[config.mk]
export PLATFORM = sky130hd
export DESIGN_NAME = tvs_blend
export DESIGN_NICKNAME = d
export VERILOG_FILES = /design/src/sv/tvs_pkg.sv /design/src/sv/tvs_blend.sv
export SDC_FILE = /design/constraint.sdc
export NUM_CORES = 2
export LEC_CHECK = 0
export ABC_AREA = 1
export BUFFER_PORTS_ARGS = -buffer_cell sky130_fd_sc_hd__buf_2
export CAP_MARGIN = 20
export CORE_MARGIN = 8
export CORE_UTILIZATION = 45
export DETAILED_ROUTE_END_ITERATION = 6
export PLACE_DENSITY = 0.57
export SLEW_MARGIN = 20
export SYNTH_ARGS = -nofsm -noshare
export SYNTH_HDL_FRONTEND = slang
export SYNTH_SLANG_ARGS = --single-unit
[constraint.sdc]
create_clock -name clk -period 10 [get_ports clk]
set_input_delay 1.5 -clock clk [delete_from_list [all_inputs] [get_ports clk]]
set_output_delay 1.5 -clock clk [all_outputs]
set_load 0.02 [all_outputs]
[src/sv/tvs_pkg.sv]
package tvs_pkg;

	localparam int FRAC_W = 16;
	localparam int CRD_W = FRAC_W + 1;
	localparam int WGT_W = FRAC_W + 1;
	localparam int IDX_W = 6;
	localparam int LD_W = 5;
	localparam int BYTE_W = 8;
	localparam int OUT_W = 16;
	localparam int PADDR_W = 4;
	localparam int PDATA_W = 32;
	localparam int CNT_W = 3;

	localparam logic OP_LOAD = 1'b0;
	localparam logic OP_QUERY = 1'b1;

	localparam logic [PADDR_W-3:0] REG_X_SIZE = 2'd0;
	localparam logic [PADDR_W-3:0] REG_Y_SIZE = 2'd1;
	localparam logic [PADDR_W-3:0] REG_Z_SIZE = 2'd2;

	localparam logic [IDX_W-1:0] SIZE_RST = 6'd32;
	localparam logic [CNT_W-1:0] LAST_CORNER = 3'd7;

	typedef enum logic [1:0] {
		ST_IDLE,
		ST_LOAD,
		ST_QUERY
	} state_t;

	typedef struct packed {
		logic valid;
		logic first;
		logic last;
		logic [WGT_W-1:0] wx;
		logic [WGT_W-1:0] wy;
		logic [WGT_W-1:0] wz;
	} corner_t;

endpackage

[src/sv/tvs_blend.sv]
module tvs_blend (
	input  logic clk,
	input  logic arst_n,
	input  tvs_pkg::corner_t crn,
	input  logic [tvs_pkg::BYTE_W-1:0] rdata,
	output logic done,
	output logic signed [tvs_pkg::OUT_W-1:0] field_value
);

	localparam int FW = tvs_pkg::FRAC_W;
	localparam int WW = tvs_pkg::WGT_W;
	localparam int M1_W = tvs_pkg::BYTE_W + WW;
	localparam int M2_W = tvs_pkg::BYTE_W + 2 * FW;
	localparam int M3_W = tvs_pkg::BYTE_W + 3 * FW;
	localparam int DIV_SH = 2 * FW + 1;
	localparam int N_W = M3_W - DIV_SH;
	localparam int RECIP_W = 24;
	localparam int RECIP_SH = 31;
	localparam int P_W = N_W + RECIP_W;
	localparam int OW = tvs_pkg::OUT_W;
	localparam logic [M3_W-1:0] RND = M3_W'(255) << (2 * FW);
	localparam logic [RECIP_W-1:0] RECIP = 24'd8421505;
	localparam logic [OW-1:0] OFFSET = OW'(2**(FW-2));

	logic vld_s2, fst_s2, lst_s2;
	logic vld_s3, fst_s3, lst_s3;
	logic vld_s4, fst_s4, lst_s4;
	logic fin_s5, vld_s6, vld_s7;
	logic [M1_W-1:0] m1_s2;
	logic [WW-1:0] wy_s2, wz_s2, wz_s3;
	logic [M2_W-1:0] m2_s3;
	logic [M3_W-1:0] m3_s4;
	logic [M3_W-1:0] acc_q;
	logic [N_W-1:0] n_s6;
	logic [P_W-1:0] p_s7;
	logic done_q;
	logic signed [OW-1:0] field_value_q;

	always_ff @(posedge clk or negedge arst_n) begin
		if (!arst_n) begin
			vld_s2 <= 1'b0;
			vld_s3 <= 1'b0;
			vld_s4 <= 1'b0;
			fin_s5 <= 1'b0;
			vld_s6 <= 1'b0;
			vld_s7 <= 1'b0;
			done_q <= 1'b0;
		end else begin
			vld_s2 <= crn.valid;
			vld_s3 <= vld_s2;
			vld_s4 <= vld_s3;
			fin_s5 <= vld_s4 & lst_s4;
			vld_s6 <= fin_s5;
			vld_s7 <= vld_s6;
			done_q <= vld_s7;
		end
	end

	always_ff @(posedge clk) begin
		fst_s2 <= crn.first;
		lst_s2 <= crn.last;
		m1_s2 <= M1_W'(rdata) * M1_W'(crn.wx);
		wy_s2 <= crn.wy;
		wz_s2 <= crn.wz;

		fst_s3 <= fst_s2;
		lst_s3 <= lst_s2;
		m2_s3 <= M2_W'(m1_s2) * M2_W'(wy_s2);
		wz_s3 <= wz_s2;

		fst_s4 <= fst_s3;
		lst_s4 <= lst_s3;
		m3_s4 <= M3_W'(m2_s3) * M3_W'(wz_s3);

		if (vld_s4) begin
			acc_q <= fst_s4 ? m3_s4 : acc_q + m3_s4;
		end

		n_s6 <= N_W'((acc_q + RND) >> DIV_SH);
		p_s7 <= P_W'(n_s6) * P_W'(RECIP);
		field_value_q <= signed'(p_s7[P_W-1:RECIP_SH] - OFFSET);
	end

	assign done = done_q;
	assign field_value = field_value_q;

endmodule

==> impl_metrics.toml <==
[cts]
cts_setup_buffers = 0
cts_sinks = 296
clock_path_buffers = 3
ctsHoldBuffers = 0
cts_tree = "built"
htreeDepth = 2
clk_pin_slew_ns = 0.08
numCtsBuffers = 43
cts_resized = 0
cts-root-buf = "clkbuf_16"
clk_latency_ns = 0.63

[grt]
grt_pass1_wl_mm = 269.7
antenna_found_initial = 0
grt_max_degree = 74
gr-usage-all-layers_pct = 24.01
grt_pass1_vias = 50258
gr-total-overflow = 0

[sta]
finalHoldViolations = 0
slew_viol_final = 0
fin_crit_sh_pct = 64.43
fin_skew_ns = 0.03541
layout_min_cycle_time_ns = 6.443
fmax_mhz = 155.2
setup_violations = 0
max-slew-margin-rel_pct = 24.19
worst_slew_pin_slew_ns = 1.137
setup_tns_ns = 0
grt_setup_unrepaired = "false"

[logic_synthesis]
synth_cell_types = 49
avgSynthCellArea_sq_um = 7.388
ys_seq_area_share_pct = 11.35
synth_edf_count = 56
synth.area.top_cells = "fa_1 (35%), nand2_1 (15%), inv_1 (14%)"
synth_seq_cells = 296
synth_cells = 7780
synth-main-ff-cell = "dfxtp_1"
ys_warn_count = 0
syn_area_sq_mm = 0.05748
synthArstFlopShare_pct = 2.365
yosys.area.top_type = "fa_1"
yosys.area.top_type_share_pct = 35.42
synthesis.nets = 9317

[setup_path]
crit_path_end_kind = "register"
critPathCapture = "m3_s4[50]"
crit_type = "reg -> reg"
arrival_ns = 6.95
cp-start-kind = "register"
r2r_cells = 22
reg2reg_slack_ns = 3.56
rr_endpoint = "m3_s4[50]"
worstPathRequired_ns = 10.51
cp-startpoint = "wz_s3[4]"
crit_fanout = 25
reg2reg_from = "wz_s3[4]"

[routing]
dr.pass1.iters = 6
drtAntennaViolNets = 0
wl_per_cell_microns = 17.84
drt_iter0_drc = 2674
vias = 46852
vias_per_cell = 5.013
routed_wl_mm = 166.8
drc = 0

[worst_hold_path]
min_path_type = "reg -> reg"

[finish]
final_layout_size_suffix_gt1_share_pct = 4.021
multi_input_area_sq_mm = 0.04186
stdcell_count = 9346
fin_util_pct = 47.66
syn_to_final_growth_pct = 5.462
regArea_sq_mm = 0.006534
fill_cells = 13019
fin_area_sq_mm = 0.06062
final_nets = 9186
n_antenna_cell = 0

[floorplanning]
die_x_microns = 373.4
io_pins = 81
coreArea_sq_mm = 0.1272
die_y_microns = 373.4
fp-row-count = 131
start_util_pct = 45.19
die_area_sq_mm = 0.1394

[place]
dp.cells = 9266
hpwl_mm = 137.3
gp_congestion = 0.9368
port_buffers = 80
dpl_cell_area_sq_mm = 0.05914

[run_status]
outcome = "completed"

[run]
cap_violations = 0
## metrics by stage
stage	hold WS, ns	setup WS, ns
2_1_floorplan	0.3096	4.453
3_3_place_gp	0.3124	3.423
3_5_place_dp	0.3121	3.474
4_1_cts	0.3229	3.459
5_1_grt	0.3291	3.250
6_report	0.3215	3.557
## worst max-delay path, cell delays in order, from the launching register on
cell	delay [ns]
dfxtp_1	0.73
buf_4	0.44
nand2_1	0.12
fa_1	0.52
inv_1	0.06
fa_1	0.52
inv_1	0.05
fa_1	0.49
inv_1	0.05
fa_1	0.46
fa_1	0.51
inv_1	0.05
fa_1	0.47
inv_1	0.05
ha_1	0.36
a21oi_1	0.20
o21ai_0	0.18
a21oi_1	0.27
nor2_1	0.10
o21ai_0	0.40
nand3_1	0.12
nand2_1	0.09
nand2_1	0.05
## cell usage after synthesis (7+ instances only)
cell	count
nor3_1	28
inv_1	2121
or2_2	8
nand3b_1	11
nand4_1	56
o21ai_1	16
a31oi_1	11
nand2_4	9
xor2_1	86
dfrtp_1	7
nor2_2	21
edfxtp_1	56
o21bai_1	24
inv_2	8
dfxtp_1	233
nand3_2	10
nor3_2	13
nor2_1	300
o21ai_0	116
a21oi_1	214
ha_1	456
clkbuf_1	285
xnor2_1	51
a21o_1	21
nand3_1	195
nand2_1	2328
nand2_2	19
fa_1	1017
## cell type report
class                   instances  share of cell area [%]
multi-input cells            5062                   69.06
inverters                    2129                   13.18
flip-flops and latches        296                   10.78
well taps                    1662                   3.431
clock buffers                  53                   1.971
repair buffers                117                   1.119
clock inverters                27                  0.4603
## registers in the layout, summed over array words and instances (netlist names), 16 cells and up
register	count
n_s6	23
field_value	16
acc_q	56
m3_s4	56
wz_s2	17
wz_s3	17
p_s7	16
m2_s3	40
m1_s2	25
wy_s2	17
## routing by layer
layer	vias up	track usage [%]	routed length, microns
met5	-	0	0
met4	0	8.011	5745
met3	298	2.570	8359
met2	1324	42.91	82570
met1	23084	30.25	70090
li1	22146	-	-
## worst min path at each step
stage | slack [ns] | start | cells past startpoint | endpoint
after floorplan | 0.31 | p_s7[31] | 0 | field_value[0]
after global placement | 0.31 | lst_s3 | 0 | lst_s4
after detailed placement | 0.31 | p_s7[31] | 0 | field_value[0]
after CTS | 0.32 | wz_s2[10] | 0 | wz_s3[10]
after global routing | 0.33 | p_s7[33] | 0 | field_value[2]
final | 0.32 | wz_s2[8] | 0 | wz_s3[8]
## cells by family after synthesis
kind of cell	synth area share, %
and+or+nand+nor	21.22
buffers and inverters	15.83
adders and majority gates	45.35
AOI/OAI and AO/OA	4.140
DFF	11.35
xor gates and xnor gates	2.116
## layout by cell type, fill, tap and decap left out, types with 37 or more instances in the layout
cell type  count
nand3_1      195
nand2_1     2328
fa_1        1017
xor2_1        86
ha_1         456
edfxtp_1      56
clkbuf_16     44
xnor2_1       51
nand4_1       56
buf_2         80
inv_1       2120
dfxtp_1      224
nor2_1       300
a21oi_1      214
buf_4         37
o21ai_0      116
Power is left out: the tool's default activity adds up to more than one toggle a clock period on the data nets, which glitch-free logic cannot reach.
