[config.mk]
export PLATFORM = sky130hd
export DESIGN_NAME = tvs_axis
export DESIGN_NICKNAME = d
export VERILOG_FILES = /design/src/sv/tvs_pkg.sv /design/src/sv/tvs_axis.sv
export SDC_FILE = /design/constraint.sdc
export NUM_CORES = 1
export LEC_CHECK = 0
export BUFFER_PORTS_ARGS = -buffer_cell sky130_fd_sc_hd__buf_2
export CELL_PAD_IN_SITES_DETAIL_PLACEMENT = 1
export CELL_PAD_IN_SITES_GLOBAL_PLACEMENT = 2
export CORE_MARGIN = 1
export CORE_UTILIZATION = 25
export CTS_BUF_LIST = sky130_fd_sc_hd__clkbuf_16
export DETAILED_ROUTE_END_ITERATION = 8
export HOLD_SLACK_MARGIN = 0.1
export PLACE_DENSITY = 0.63
export SLEW_MARGIN = 20
export SYNTH_ARGS = -nofsm -noshare
export SYNTH_HDL_FRONTEND = slang
export SYNTH_SLANG_ARGS = --single-unit
[constraint.sdc]
create_clock -name clk -period 7.8 [get_ports clk]
set_input_delay 0.78 -clock clk [delete_from_list [all_inputs] [get_ports clk]]
set_output_delay 0.78 -clock clk [all_outputs]
set_load 0.1 [all_outputs]
[src/sv/tvs_pkg.sv]
package tvs_pkg;

	localparam int FRAC_W = 16;
	localparam int CRD_W = FRAC_W + 1;
	localparam int WGT_W = FRAC_W + 1;
	localparam int IDX_W = 6;
	localparam int LD_W = 5;
	localparam int BYTE_W = 8;
	localparam int OUT_W = 16;
	localparam int PADDR_W = 4;
	localparam int PDATA_W = 32;
	localparam int CNT_W = 3;

	localparam logic OP_LOAD = 1'b0;
	localparam logic OP_QUERY = 1'b1;

	localparam logic [PADDR_W-3:0] REG_X_SIZE = 2'd0;
	localparam logic [PADDR_W-3:0] REG_Y_SIZE = 2'd1;
	localparam logic [PADDR_W-3:0] REG_Z_SIZE = 2'd2;

	localparam logic [IDX_W-1:0] SIZE_RST = 6'd32;
	localparam logic [CNT_W-1:0] LAST_CORNER = 3'd7;

	typedef enum logic [1:0] {
		ST_IDLE,
		ST_LOAD,
		ST_QUERY
	} state_t;

	typedef struct packed {
		logic valid;
		logic first;
		logic last;
		logic [WGT_W-1:0] wx;
		logic [WGT_W-1:0] wy;
		logic [WGT_W-1:0] wz;
	} corner_t;

endpackage

[src/sv/tvs_axis.sv]
module tvs_axis #(
	parameter int MAX_DIM = 32
) (
	input  logic clk,
	input  logic capture,
	input  logic signed [tvs_pkg::CRD_W-1:0] coord,
	input  logic [tvs_pkg::IDX_W-1:0] size_reg,
	output logic [tvs_pkg::IDX_W-1:0] idx_lo,
	output logic [tvs_pkg::IDX_W-1:0] idx_hi,
	output logic [tvs_pkg::WGT_W-1:0] w_lo,
	output logic [tvs_pkg::WGT_W-1:0] w_hi
);

	localparam int IW = tvs_pkg::IDX_W;
	localparam int CW = tvs_pkg::CRD_W;
	localparam int FW = tvs_pkg::FRAC_W;
	localparam int WW = tvs_pkg::WGT_W;
	localparam int T_W = CW + IW;
	localparam int SZ_CAP = (MAX_DIM > (2**IW) - 1) ? (2**IW) - 1 : MAX_DIM;
	localparam logic [IW-1:0] SZ_MAX = IW'(SZ_CAP);
	localparam logic signed [CW-1:0] CRD_HI = CW'(2**(FW-1));
	localparam logic signed [CW-1:0] CRD_LO = -CRD_HI;
	localparam logic [CW-1:0] HALF = CW'(2**(FW-1));
	localparam logic [WW-1:0] ONE = WW'(2**FW);

	logic [IW-1:0] size_eff;
	logic [IW-1:0] size_m1;
	logic signed [CW-1:0] crd_sat;
	logic [CW-1:0] u;
	logic [T_W-1:0] t;
	logic [IW:0] base;
	logic [IW:0] base_p1;
	logic [FW-1:0] frac;
	logic [IW-1:0] lo_d;
	logic [IW-1:0] hi_d;

	always_comb begin
		if (size_reg == '0) begin
			size_eff = IW'(1);
		end else if (size_reg > SZ_MAX) begin
			size_eff = SZ_MAX;
		end else begin
			size_eff = size_reg;
		end
		size_m1 = size_eff - IW'(1);

		if (coord < CRD_LO) begin
			crd_sat = CRD_LO;
		end else if (coord > CRD_HI) begin
			crd_sat = CRD_HI;
		end else begin
			crd_sat = coord;
		end
		u = unsigned'(crd_sat) + HALF;

		t = T_W'(u) * T_W'(size_eff);
		base = t[T_W-1:FW];
		frac = t[FW-1:0];
		base_p1 = base + (IW+1)'(1);

		lo_d = (base > {1'b0, size_m1}) ? size_m1 : base[IW-1:0];
		hi_d = (base_p1 > {1'b0, size_m1}) ? size_m1 : base_p1[IW-1:0];
	end

	always_ff @(posedge clk) begin
		if (capture) begin
			idx_lo <= lo_d;
			idx_hi <= hi_d;
			w_lo <= ONE - {1'b0, frac};
			w_hi <= {1'b0, frac};
		end
	end

endmodule

==> out/metrics.cfg, run 1 <==
[outcome]
status = complete, but fails checks
violations = DRC

[timing]
rsz0062_at_grt = no
slew_headroom_pct = 37.8
finalSetupViolCount = 0
final.setup.tns_ns = 0
tightest_slew_ns = 0.932
period_share_pct = 92.5
max_freq_mhz = 139
period_needed_ns = 7.21
maxSlewViolCount = 0
hold_viol = 0

[clock_network]
htree_levels = 2
cts_buffer_depth = 2
cts_buffers = 5
path_clk_slew_ns = 0.06
cts_tree = done
cts_root_buffer = clkbuf_16
cts.sinks = 44

[finish]
synthToLayoutAreaGrowth_pct = 16.3
nets = 783
layout-drive-gt1-share_pct = 18.4
n_antenna_cell = 0

[worst_setup_path]
cp_slowest_cell = fa_1
worst_path_largest_cell_delay_ns = 0.54
cp-end-kind = flop
worstPathRequired_ns = 7.83
cpMostUsedCell = o21a_1
start_kind = input port
crit_path_start = coord[5]
worstPathArrival_ns = 7.24
cp_max_fo = 22
endpoint = idx_hi[3]
critical_path_class = in2reg

[global_routing]
grt_usage_pct = 13.7
first_global_vias = 4581
grt_max_degree = 45
grt_pass1_wl_um = 24400
antenna_found_initial = 0
overflow = 0

[routing]
routed_wl_um = 14800
routed_via_density = 4.56
vias = 4254
drt_iter0_drc = 133
ant_nets = 0
drc = 1
routedWlPerCell_um = 15.9
firstDrtPassIters = 6

[logic_synthesis]
synth-seq-cells = 44
synth_cell_types = 68
synthArstFlopShare_pct = 0
synth_top_area_share_pct = 23.9
yosysMostFrequentCell = nor2_1
syn_area_per_cell_sq_um = 9.55
syn_inst = 578
synth_area_sq_um = 5520
ys_seq_area_share_pct = 23.9
synth_flop_cell = edfxtp_1
yosysWarnings = 0
synth_top_area_cell = edfxtp_1
synth_edf_count = 44
synth_common_cells = nor2_1, inv_1, fa_1
yosys-top-cells-area = edfxtp_1, fa_1, ha_1

[placement]
gp_congestion = 0.785
hpwl_um = 12700
io_buffers = 69

[floorplanning]
ios = 71
num_rows = 54
die_h_um = 151
dieWidth_um = 151
start_util_pct = 25.4
dieArea_sq_um = 22700
core_sq_um = 21800

[worst_hold_path]
hp-class = in2reg
min_from = size_reg[5]

[power]
total_power_mw = 1.49
cellLeakagePower_nw = 2.92
peakVddDrop_mv = 0.107
p_per_area_nw_per_um2 = 232

[flow_run]
maxCapViolations = 0

==> cell families (layout without fill, tap and decap cells) <==
logic type	Yosys count	after routing	share of synthesized area (%)
adder cells (fa/ha/maj)	107	107	32.5
buffers and inverters	85	158	6.25
flip-flops	44	44	23.9
XOR/XNOR	40	40	7.09
other	2	3	0.136
multiplexers	3	3	0.544
AO/OA/AOI/OAI	79	79	11.6
AND/OR/NAND/NOR	218	218	17.9
==> report_power, final <==
part | switching [mW] | internal [mW]
combinational | 0.688 | 0.215
sequential | 0.0122 | 0.337
clock | 0.0868 | 0.152
==> cells in the final DEF (no fill, tap or decap), drive strengths merged, types with 2 or more instances in the layout <==
| cell | count |
|---|---|
| buf | 83 |
| nand4 | 9 |
| nand4b | 2 |
| conb | 3 |
| nor2b | 6 |
| inv | 67 |
| nand2 | 40 |
| edfxtp | 44 |
| clkbuf | 5 |
| fa | 61 |
| ha | 46 |
| o22ai | 2 |
| xor2 | 14 |
| o21bai | 3 |
| o211ai | 3 |
| a21oi | 23 |
| nand3 | 9 |
| a211oi | 3 |
| and2 | 2 |
| nor2 | 113 |
| nand2b | 5 |
| xnor2 | 26 |
| o21ai | 12 |
| o211a | 2 |
| a31oi | 4 |
| nor4 | 5 |
| and3 | 5 |
| a21o | 5 |
| o21a | 7 |
| mux2i | 3 |
| nor3 | 16 |
| a22oi | 2 |
==> per-layer routing <==
metal,wire length (um),GRT usage (%)
met5,0,0
met2,7030,24.1
met3,337,0.636
met4,150,3.30
met1,7260,18.5
==> per-stage QoR <==
step	worst slack, ns	util (%)	area [sq um]	hold WS [ns]	cells
floorplan	0.525	-	5530	0.892	579
global placement	0.250	28.6	6230	1.40	924
detailed placement	0.110	28.6	6230	1.40	924
CTS	0.392	29.4	6400	1.16	932
global route	0.0608	29.5	6420	1.19	932
finish	0.589	29.5	6420	1.15	932
==> state kept, by name, indices dropped and copies added (netlist names) <==
name	flops
idx_hi	6
idx_lo	6
w_hi	15
w_lo	17
==> what timing repair did <==
item / 4_1_cts / 5_1_grt
hold buffers: 0 / 0
setup endpoints to repair: 0 / 1
setup buffers: 0 / 0
gates resized for setup: 0 / 3
==> layout make-up <==
type	instances	area, sq um
Clock buffer	5	125
Multi-Input combinational cell	450	3870
Sequential cell	44	1320
Fill cell	2543	15300
Tap cell	280	350
Timing Repair Buffer	83	450
Inverter	67	251
Clock inverter	3	46.3
==> worst min path at each step <==
stage,to,depth (start not counted)
2_1_floorplan,idx_hi[0],0
3_3_place_gp,w_lo[8],1
3_5_place_dp,idx_hi[5],1
4_1_cts,w_lo[0],3
5_1_grt,idx_hi[0],4
6_report,idx_hi[0],4
==> worst max-delay path: cells and delay by family <==
kind                     cells  cell delay, ns
buffers and inverters        4            0.47
XOR/XNOR                     1            0.18
AND/OR/NAND/NOR              5            1.02
AO/OA/AOI/OAI               13            2.27
adder cells (fa/ha/maj)      6            2.53
No activity file was read; power rests on OpenSTA's default activity.
==> inputs of run 2 (changes only) <==
CORE_UTILIZATION = 30   (was 25)
GPL_TIMING_DRIVEN = 0   (was default)
PLACE_DENSITY = 0.73   (was 0.63)
==> run 2 against run 1 <==
The flow now finishes without violations; design area shrank 0.49%; critical path type unchanged; clock power down 13%; total power is 1.9% lower; via count grew 0.47%; critical endpoint unchanged.
==> out/metrics.cfg, run 2 (synthesized netlist as in run 1, its figures left out) <==
[outcome]
status = finished, final reports clean

[power]
swShare_pct = 54.0
clockPowerShare_pct = 14.1
cellLeakagePower_nw = 2.92
total_power_mw = 1.46
p_sw_mw = 0.789
peakVddDrop_mv = 0.256
seqPwrFrac_pct = 23.8
p_per_area_nw_per_um2 = 229
p_int_mw = 0.673
comb_power_share_pct = 62.0

[flow_run]
maxCapViolations = 0

[timing]
maxSlewViolCount = 0
finalSetupViolCount = 0
period_share_pct = 93.9
max_freq_mhz = 137
fin_ws_ns = 0.477
period_needed_ns = 7.32
slew_headroom_pct = 38.1
hold_viol = 0
final.setup.tns_ns = 0
tightest_slew_ns = 0.928

[finish]
synthToLayoutAreaGrowth_pct = 15.7
final_common_cell = nor2_1
largest_reg_flops = 17
final_cell_mix = nor2_1, buf_2, inv_1
nets = 790
layout-drive-gt1-share_pct = 19.3
reg.largest.list = w_lo: 17 flops, w_hi: 15 flops
fillers = 2135
n_antenna_cell = 0
fin_util_pct = 35.4
top_register = w_lo

[global_routing]
grt_max_degree = 45
grt_usage_pct = 16.3
overflow = 0
grt_pass1_wl_um = 24100
first_global_vias = 4721
antenna_found_initial = 0

[floorplanning]
ios = 71
dieWidth_um = 138
start_util_pct = 30.6
dieArea_sq_um = 19000
num_rows = 49
core_sq_um = 18000
die_h_um = 138

[placement]
hpwl_um = 12400
preCtsSetupSlack_ns = -1.11
io_buffers = 69
gp_congestion = 0.790

[worst_setup_path]
cp_max_fo = 10
start_kind = input port
cp-end-kind = flop
worstPathArrival_ns = 7.36
worstPathRequired_ns = 7.83
critical_path_class = in2reg

[clock_network]
cts.sinks = 44
path_clk_slew_ns = 0.06
cts_root_buffer = clkbuf_16
htree_levels = 2
cts_hold_buffers = 0
cts_tree = done
cts_buffers = 5
cts_buffer_depth = 2

[worst_hold_path]
hold_path_end = idx_hi[0]
hp-class = in2reg
holdPathStages = 4
min_from = size_reg[5]

[routing]
firstDrtPassIters = 4
routedWlPerCell_um = 16.2
routed_wl_um = 14400
routed_via_density = 4.81
drt_iter0_drc = 156
vias = 4274
drc = 0
ant_nets = 0

## run 2: cell count changes in the layout (fill, tap and decap cells not counted), moves of 2 or more
cell      previous run  this run
buf_6                0         2
clkbuf_2             0         2
buf_4               14         6
nor2_1             112       110
clkbuf_1             0         7
buf_2               69        73
## run 2: worst max-delay path, cell delays in order
cell	delay (ns)
buf_2	0.13
nor4_1	0.28
a41oi_1	0.16
nor2b_2	0.20
clkbuf_2	0.23
nand2_1	0.21
nor2_1	0.20
fa_1	0.46
fa_1	0.55
inv_1	0.05
fa_1	0.54
inv_1	0.05
ha_1	0.39
a21oi_1	0.29
o21ai_0	0.21
a31oi_4	0.28
o21bai_2	0.11
xor2_2	0.26
and3_1	0.26
xor2_1	0.26
ha_1	0.29
o21a_1	0.11
o21a_1	0.18
o21a_1	0.20
o22ai_4	0.23
o21ai_0	0.17
o21bai_1	0.18
o211ai_2	0.10
## run 2: timing repair
| item | 4_1_cts | 5_1_grt |
|---|---|---|
| setup buffers | 0 | 4 |
| pin swaps | 0 | 2 |
| cloned | 0 | 0 |
| resized for setup | 6 | 11 |
| endpoints found under the setup margin | 10 | 11 |
## run 2: how the worst max path moves through the flow
stage / startpoint / to / slack [ns]
after detailed placement: size_reg[4] / idx_hi[3] / -1.11
after global placement: size_reg[4] / idx_hi[3] / -0.99
after global routing: coord[5] / idx_hi[3] / -0.03
final: coord[5] / idx_hi[3] / 0.48
after floorplan: coord[3] / idx_hi[3] / 0.53
after CTS: coord[3] / idx_hi[3] / 0.002
## run 2: final cells by class
class | instances | area [sq um] | share of cell area [%]
multi-input combinational | 450 | 3910 | 61.2
sequential | 44 | 1320 | 20.7
timing repair buffer | 73 | 375 | 5.88
tap | 229 | 287 | 4.48
inverter | 67 | 253 | 3.96
clock buffer | 5 | 125 | 1.96
buffer | 17 | 93.8 | 1.47
clock inverter | 3 | 23.8 | 0.372
## run 2: routing by layer
layer	track usage (%)	up-vias	wire, um
met5	0	-	0
met4	3.72	0	159
met3	1.32	13	499
met2	27.5	92	6540
met1	22.5	2078	7180
li1	-	2091	-
## run 2: metrics by stage
stage                     hold slack (ns)  instance area, sq um  cells
after floorplan                     0.892                  5530    579
after global placement               1.40                  6160    877
after detailed placement             1.40                  6160    877
after CTS                            1.05                  6320    884
after global routing                 1.16                  6390    888
final                                1.15                  6390    888
## run 2: power groups by stage
| stage | logic [mW] | clock network, mW | registers (mW) |
|---|---|---|---|
| 6_report | 0.907 | 0.207 | 0.349 |
| 5_1_grt | 0.984 | 0.221 | 0.353 |
| 4_1_cts | 0.910 | 0.211 | 0.351 |
| 3_5_place_dp | 0.903 | 0 | 0.356 |
| 3_3_place_gp | 0.888 | 0 | 0.351 |
| 2_1_floorplan | 0.351 | 0 | 0.741 |
==> inputs of run 3 (changes only) <==
CORE_MARGIN = 3   (was 1)
==> run 3 against run 2 <==
Fmax increased by 0.32%; sequential share of layout area is essentially flat; sequential power about the same; utilization increased by 0.75 points; combinational power rose by 0.7%; final cell count fell by 0.45%; first-iteration DRC count increased by 32%; worst hold slack got worse by 0.0070 ns; design area about the same; largest power group unchanged.
==> out/metrics.cfg, run 3 (synthesized netlist as in run 1, its figures left out) <==
[flow_run]
maxCapViolations = 0

[timing]
fin_ws_ns = 0.500
fin_hold_ws_ns = 1.14
rsz0062_at_grt = no
finalSetupViolCount = 0
period_share_pct = 93.6
tightest_slew_ns = 0.937
max_freq_mhz = 137
slew_headroom_pct = 37.5
period_needed_ns = 7.30
hold_viol = 0
maxSlewViolCount = 0

[finish]
stdcell_count = 884
reg.largest.list = w_lo: 17 flops, w_hi: 15 flops
final_cell_mix = nor2_1, buf_2, inv_1
layout-drive-gt1-share_pct = 19.4
top_register = w_lo
fin_util_pct = 36.2
n_antenna_cell = 0
fillers = 2081
final_common_cell = nor2_1
nets = 790
largest_reg_flops = 17
synthToLayoutAreaGrowth_pct = 15.7

[placement]
dp_cells = 873
gp_congestion = 0.818
io_buffers = 69
hpwl_um = 12600
preCtsSetupSlack_ns = -1.05

[worst_setup_path]
worstPathArrival_ns = 7.33
worstPathRequired_ns = 7.83
cp_max_fo = 10
critical_path_class = in2reg
crit_path_start = coord[1]
start_kind = input port
cp_slowest_cell = fa_1
endpoint = idx_hi[3]
cp-end-kind = flop
worst_path_largest_cell_delay_ns = 0.56

[clock_network]
cts_root_buffer = clkbuf_16
cts_buffer_depth = 2
cts.sinks = 44
cts_buffers = 5
htree_levels = 2
cts_tree = done
cts_hold_buffers = 0
path_clk_slew_ns = 0.06

[power]
cellLeakagePower_nw = 2.93
peakVddDrop_mv = 0.205
p_per_area_nw_per_um2 = 228

[routing]
ant_nets = 0
drc = 0
routed_wl_um = 14800
firstDrtPassIters = 4
routed_via_density = 4.88
vias = 4318
routedWlPerCell_um = 16.7
drt_iter0_drc = 206

[floorplanning]
num_rows = 48
start_util_pct = 31.3
die_h_um = 142
core_sq_um = 17700
dieArea_sq_um = 20100
dieWidth_um = 142
ios = 71

[global_routing]
overflow = 0
first_global_vias = 4722
grt_usage_pct = 14.8
antenna_found_initial = 0
grt_max_degree = 45
grt_pass1_wl_um = 24300

[outcome]
status = finished, final reports clean

[worst_hold_path]
min_from = size_reg[5]
hp-class = in2reg

[run 3: layout make-up]
| class | instances | area, sq um | share of cell area, % |
|---|---|---|---|
| buffer | 17 | 96.3 | 1.51 |
| clock buffer | 5 | 125 | 1.96 |
| timing repair buffer | 73 | 375 | 5.87 |
| tap | 225 | 282 | 4.40 |
| inverter | 67 | 253 | 3.95 |
| sequential | 44 | 1320 | 20.7 |
| clock inverter | 3 | 13.8 | 0.215 |
| multi-input combinational | 450 | 3930 | 61.4 |
[run 3: metrics by stage]
step                setup TNS, ns  cell area [sq um]  total power, mW
floorplan                       0               5530             1.09
global placement            -5.27               6150             1.24
detailed placement          -7.24               6150             1.26
CTS                             0               6310             1.46
global route                    0               6390             1.55
finish                          0               6390             1.46
[run 3: per-layer routing]
metal	global-route usage, %	up-vias	wire length, um
li1	-	2087	-
met1	21.3	2132	7360
met2	24.3	86	6690
met3	1.18	13	535
met4	3.69	0	190
met5	0	-	0
[run 3: worst min-delay path by stage]
stage | to | cells after the start
2_1_floorplan | idx_hi[0] | 0
3_3_place_gp | idx_hi[5] | 1
3_5_place_dp | w_lo[3] | 1
4_1_cts | idx_lo[0] | 3
5_1_grt | idx_lo[0] | 4
6_report | idx_lo[0] | 4
[run 3: power by group]
group / total [mW] / internal [mW] / switching, mW
Clock: 0.196 / 0.116 / 0.0803
Sequential: 0.350 / 0.337 / 0.0126
Combinational: 0.913 / 0.219 / 0.694
[run 3: worst max-delay path: cells and delay by family]
kind                     cells  cell delay [ns]
XOR/XNOR                     2             0.57
AND/OR/NAND/NOR              5             1.17
adder cells (fa/ha/maj)      5             2.28
AO/OA/AOI/OAI               12             2.05
buffers and inverters        4             0.46
[run 3: repair_timing]
item	in CTS	in global routing
pin swaps	0	1
gates resized for setup	5	18
setup buffers	0	4
endpoints found under the setup margin	11	12
